==> src/ppcc_pkg.sv <==
// types, constants and helper functions of the change counter core
package ppcc_pkg;

   localparam int unsigned PIXEL_W     = 8;
   localparam int unsigned SUM_W       = 16;
   localparam int unsigned THR_W       = 16;
   localparam int unsigned COUNT_W     = 8;
   localparam int unsigned TOTAL_W     = 9;
   localparam int unsigned QUEUE_DEPTH = 4;
   localparam int unsigned QPTR_W      = $clog2(QUEUE_DEPTH);

   localparam logic [QPTR_W:0] QUEUE_FULL = (QPTR_W + 1)'(QUEUE_DEPTH);

   typedef logic [SUM_W-1:0]   sum_type;
   typedef logic [THR_W-1:0]   thr_type;
   typedef logic [COUNT_W-1:0] count_type;

   localparam sum_type   SUM_MAX   = '1;
   localparam count_type COUNT_MAX = '1;
   localparam thr_type   THR_RESET = thr_type'(255);

   // what an item does to the row bookkeeping
   typedef enum logic [1:0] {
      KIND_PIXEL,
      KIND_ROW_END,
      KIND_IMAGE_END
   } kind_type;

   typedef struct packed {
      logic [PIXEL_W-1:0] pixel;
      kind_type           kind;
   } item_type;

   // saturating add of two profile sums
   function automatic sum_type sat_add(sum_type a, sum_type b);
      logic [SUM_W:0] s;
      s = {1'b0, a} + {1'b0, b};
      return s[SUM_W] ? SUM_MAX : s[SUM_W-1:0];
   endfunction

   // absolute difference above threshold
   function automatic logic beyond(sum_type a, sum_type b, thr_type thr);
      sum_type d;
      d = (a > b) ? (a - b) : (b - a);
      return d > thr;
   endfunction

   // saturating increment of a change count
   function automatic count_type sat_inc(count_type c);
      return (c == COUNT_MAX) ? c : c + 1'b1;
   endfunction

endpackage

==> src/ppcc_front.sv <==
// front end: takes items, classifies them and queues them for the back end
module ppcc_front
   import ppcc_pkg::*;
(
   input  logic               clock,
   input  logic               reset,
   input  logic               start,
   output logic               busy,
   input  logic [PIXEL_W-1:0] req_pixel,
   input  logic               req_row_end,
   input  logic               req_image_end,
   output item_type           item,
   output logic               item_valid,
   input  logic               item_pop
);

   item_type          queue_ff [QUEUE_DEPTH];
   logic [QPTR_W-1:0] wr_ptr_ff, wr_ptr_in;
   logic [QPTR_W-1:0] rd_ptr_ff, rd_ptr_in;
   logic [QPTR_W:0]   fill_ff, fill_in;
   logic              push;
   logic              pop;
   item_type          new_item;

   // handshake
   assign busy       = (fill_ff == QUEUE_FULL);
   assign push       = start & ~busy;
   assign item_valid = (fill_ff != '0);
   assign pop        = item_pop & item_valid;
   assign item       = queue_ff[rd_ptr_ff];

   // classify: an image end also closes its row
   always_comb begin
      new_item.pixel = req_pixel;
      if (req_image_end) begin
         new_item.kind = KIND_IMAGE_END;
      end else if (req_row_end) begin
         new_item.kind = KIND_ROW_END;
      end else begin
         new_item.kind = KIND_PIXEL;
      end
   end

   // pointer and fill update
   always_comb begin
      wr_ptr_in = push ? wr_ptr_ff + 1'b1 : wr_ptr_ff;
      rd_ptr_in = pop ? rd_ptr_ff + 1'b1 : rd_ptr_ff;
      fill_in   = fill_ff;
      if (push && !pop) begin
         fill_in = fill_ff + 1'b1;
      end else if (pop && !push) begin
         fill_in = fill_ff - 1'b1;
      end
   end

   always_ff @(posedge clock) begin
      if (reset) begin
         wr_ptr_ff <= '0;
         rd_ptr_ff <= '0;
         fill_ff   <= '0;
      end else begin
         wr_ptr_ff <= wr_ptr_in;
         rd_ptr_ff <= rd_ptr_in;
         fill_ff   <= fill_in;
      end
   end

   // queue storage
   always_ff @(posedge clock) begin
      if (push) begin
         queue_ff[wr_ptr_ff] <= new_item;
      end
   end

endmodule

==> config.mk <==
export PLATFORM = sky130hd
export DESIGN_NAME = ppcc_front
export DESIGN_NICKNAME = d
export VERILOG_FILES = /design/src/ppcc_pkg.sv /design/src/ppcc_front.sv
export SDC_FILE = /design/constraint.sdc
export NUM_CORES = 1
export LEC_CHECK = 0
export BUFFER_PORTS_ARGS = -buffer_cell sky130_fd_sc_hd__buf_2
export CAP_MARGIN = 0
export CORE_MARGIN = 8
export CORE_UTILIZATION = 32
export CTS_CLUSTER_DIAMETER = 120
export CTS_CLUSTER_SIZE = 28
export DETAILED_ROUTE_END_ITERATION = 8
export SYNTH_ARGS = -nofsm -noshare
export SYNTH_HDL_FRONTEND = slang
export SYNTH_SLANG_ARGS = --single-unit
==> constraint.sdc <==
create_clock -name clock -period 2 [get_ports clock]
set_input_delay 0.4 -clock clock [delete_from_list [all_inputs] [get_ports clock]]
set_output_delay 0.4 -clock clock [all_outputs]
set_load 0.1 [all_outputs]
==> results.sh <==
export IMPL_status="finished clean"
export IMPL_fillCellCount=524
export IMPL_grt_pass1_vias=1102
export IMPL_wl_per_cell_um=15.60
export IMPL_slew_headroom=0.6769
export IMPL_die_y_um=93.40
export IMPL_tightest_slew_ns=0.4880
export IMPL_p_leak_nw=0.8758
export IMPL_grt_pass1_wl_mm=5.319
export IMPL_clock_sinks=49
export IMPL_synthTopCellsByArea="edfxtp_1, mux4_2, dfxtp_1, ha_1, xor2_1"
export IMPL_max_freq_mhz=512.8
export IMPL_synth_top_area_cell="edfxtp_1"
export IMPL_track_usage=0.08197
export IMPL_antenna_left=0
export IMPL_crit_type="flop to flop"
export IMPL_overflow=0
export IMPL_die_area_um2=8723
export IMPL_portBuffers=25
export IMPL_routed_wirelength_mm=3.291
export IMPL_drt_pass1_iter_count=4
export IMPL_drc=0
export IMPL_route_top_layer_used="met4"
export IMPL_period_share=0.9751
export IMPL_dr_wl_met2_mm=1.726
export IMPL_ys_types=22
export IMPL_dr_first_iter_drc_count=90
export IMPL_fin_crit_ns=1.950
export IMPL_worstSkewPairLatency_ns=0.30
export IMPL_hold_violations=0
export IMPL_arrival_ns=2.18
export IMPL_synth_top_cell_area_share=0.6266
export IMPL_syn_nets=121
export IMPL_ctsLongestPathBuffers=2
export IMPL_die_width_um=93.40
export IMPL_ios=26
export IMPL_num_nets_final=155
export IMPL_wl_met1_mm=1.304
export IMPL_maxCapViolCount=0
export IMPL_place_area_um2=2340
export IMPL_startpoint_type="flop"
export IMPL_end_kind="flop"
export IMPL_vias=961
export IMPL_avgSynthCellArea_um2=18.98
export IMPL_yosysSeqAreaShare=0.7206
export IMPL_antenna_found_initial=0
export IMPL_numCtsBuffers=5
export IMPL_drive_above_1_share=0.4559
export IMPL_tritoncts="yes"
export IMPL_grt_max_degree=16
export IMPL_hold_class="input port to flop"
export IMPL_cts_clk_slew_worst_paths_ns=0.08
export IMPL_syn2layout_area_growth_pct=29.70
export IMPL_cp_required_ns=2.23
export IMPL_rows=28
export IMPL_ys_ff_latch=49
export IMPL_peakVddDrop_uv=968.9
export IMPL_dp_hpwl_mm=2.384
export IMPL_r2r_slack_ns=0.05
export IMPL_crit_fanout=6
export IMPL_drv_slew=0
export IMPL_p_total_w=0.003980
export IMPL_htreeDepth=2
export IMPL_clockRootBuffer="clkbuf_8"
export IMPL_synth_area_um2=1917
export IMPL_start_util=0.3276
export IMPL_synth_cells=101
export IMPL_rsz0062_at_grt="yes"
export IMPL_vias_per_cell=4.555
export IMPL_fin_area_um2=2486
export IMPL_finClkSkew_ns=0.004549
export IMPL_setup_violations=0
export IMPL_dr_wl_met3_um=235
export IMPL_yosysWarnings=0
export IMPL_powerDensity_nw_per_um2=1601
export IMPL_core_area_um2=5851
export IMPL_antennaDiodeCount=0
export IMPL_gp_congestion=0.6939
==> registers in the layout (all words and copies together) (netlist names), named ones only <==
signal / flops
queue_ff: 40
wr_ptr_ff: 2
fill_ff: 3
rd_ptr_ff: 2
==> critical path, cell delays in order (launching register included) <==
cell and delay [ns]:
dfxtp_2 0.36, o31ai_4 0.30, ha_4 0.18, inv_2 0.03, fa_1 0.36, xor2_1 0.17
or3_4 0.34, a21oi_2 0.14
==> per-stage QoR <==
| step | hold slack [ns] | setup TNS [ns] | setup slack (ns) | utilization | std cells |
|---|---|---|---|---|---|
| after detailed placement | 0.5175 | -0.04693 | -0.04693 | 0.3999 | 201 |
| after global placement | 0.4868 | 0 | 0.06636 | 0.3999 | 201 |
| after global routing | 0.2936 | -0.04425 | -0.04425 | 0.4249 | 211 |
| after floorplan | 0.4806 | -0.7742 | -0.3833 | - | 101 |
| final | 0.3165 | 0 | 0.04988 | 0.4249 | 211 |
| after CTS | 0.3044 | 0 | 0.007688 | 0.4215 | 210 |
==> cell type report <==
class	instances	area, um2	area share
Clock buffer	5	68.82	0.02768
Tap cell	75	93.84	0.03775
Clock inverter	3	41.29	0.01661
Timing Repair Buffer	30	325.3	0.1309
Inverter	4	15.01	0.006039
Multi-Input combinational cell	45	550.5	0.2214
Sequential cell	49	1391	0.5596
==> cell families (layout without fill, tap and decap cells) <==
logic type	after synthesis	count (layout)	synth area share
muxes	12	12	0.1279
AOI/OAI and AO/OA	6	6	0.02154
xor gates and xnor gates	4	4	0.01827
DFF	49	49	0.7206
and+or+nand+nor	17	17	0.05222
adders and majority gates	6	6	0.04308
buffers and inverters	7	42	0.01631
==> cells in the final DEF (no fill, tap or decap) <==
master,count
nand2b_1,2
edfxtp_1,40
dfxtp_2,2
xor2_1,4
buf_12,11
mux4_2,10
nor3b_4,1
o21ai_0,2
inv_1,3
nor2_4,1
inv_2,1
clkbuf_8,5
ha_4,1
o31ai_4,1
clkinv_1,1
a21oi_2,1
o311ai_1,1
bufinv_16,1
buf_2,15
buf_4,4
ha_1,4
or3_1,2
and2_2,4
mux2i_1,2
a21oi_1,1
dfxtp_1,5
dfxtp_4,2
or3_4,1
fa_1,1
nor2b_1,1
nor2_1,5
clkinvlp_4,1
==> timing repair <==
item | 4_1_cts | 5_1_grt
hold buffers | 0 | 0
pin swaps | 2 | 2
gates cloned | 0 | 0
gates resized for setup | 1 | 4
setup buffers | 1 | 1
endpoints found under the setup margin | 1 | 11
==> synth_stat cells <==
library cell,number
nor2_2,1
o31ai_2,1
or3_1,3
clkbuf_2,1
o311ai_1,1
mux4_2,10
ha_1,5
clkbuf_1,1
nor2b_1,1
nand2b_1,2
nor2_1,5
buf_4,1
nor3b_2,1
o21ai_0,2
edfxtp_1,40
fa_1,1
mux2i_1,2
inv_1,4
a21oi_1,2
xor2_1,4
and2_1,4
dfxtp_1,9
==> path summary, 6_finish.rpt <==
path,start,endpoint,cells after the start
setup / recovery,fill_ff[2],fill_ff[2],7
setup reg to reg,fill_ff[2],fill_ff[2],7
hold / removal,req_pixel[5],queue_ff[0][7],1
hold reg to reg,wr_ptr_ff[0],wr_ptr_ff[0],2
==> layer usage <==
layer	GRT usage	vias up
li1	-	451
met1	0.08429	482
met2	0.1451	24
met3	0.03766	4
met4	0.02416	0
met5	0	-
==> power by group <==
part           internal (W)  switching, W
registers           0.00125     0.0000958
logic              0.000737       0.00122
clock network      0.000368      0.000310
total               0.00236       0.00162
No activity file was read; power rests on OpenSTA's default activity.
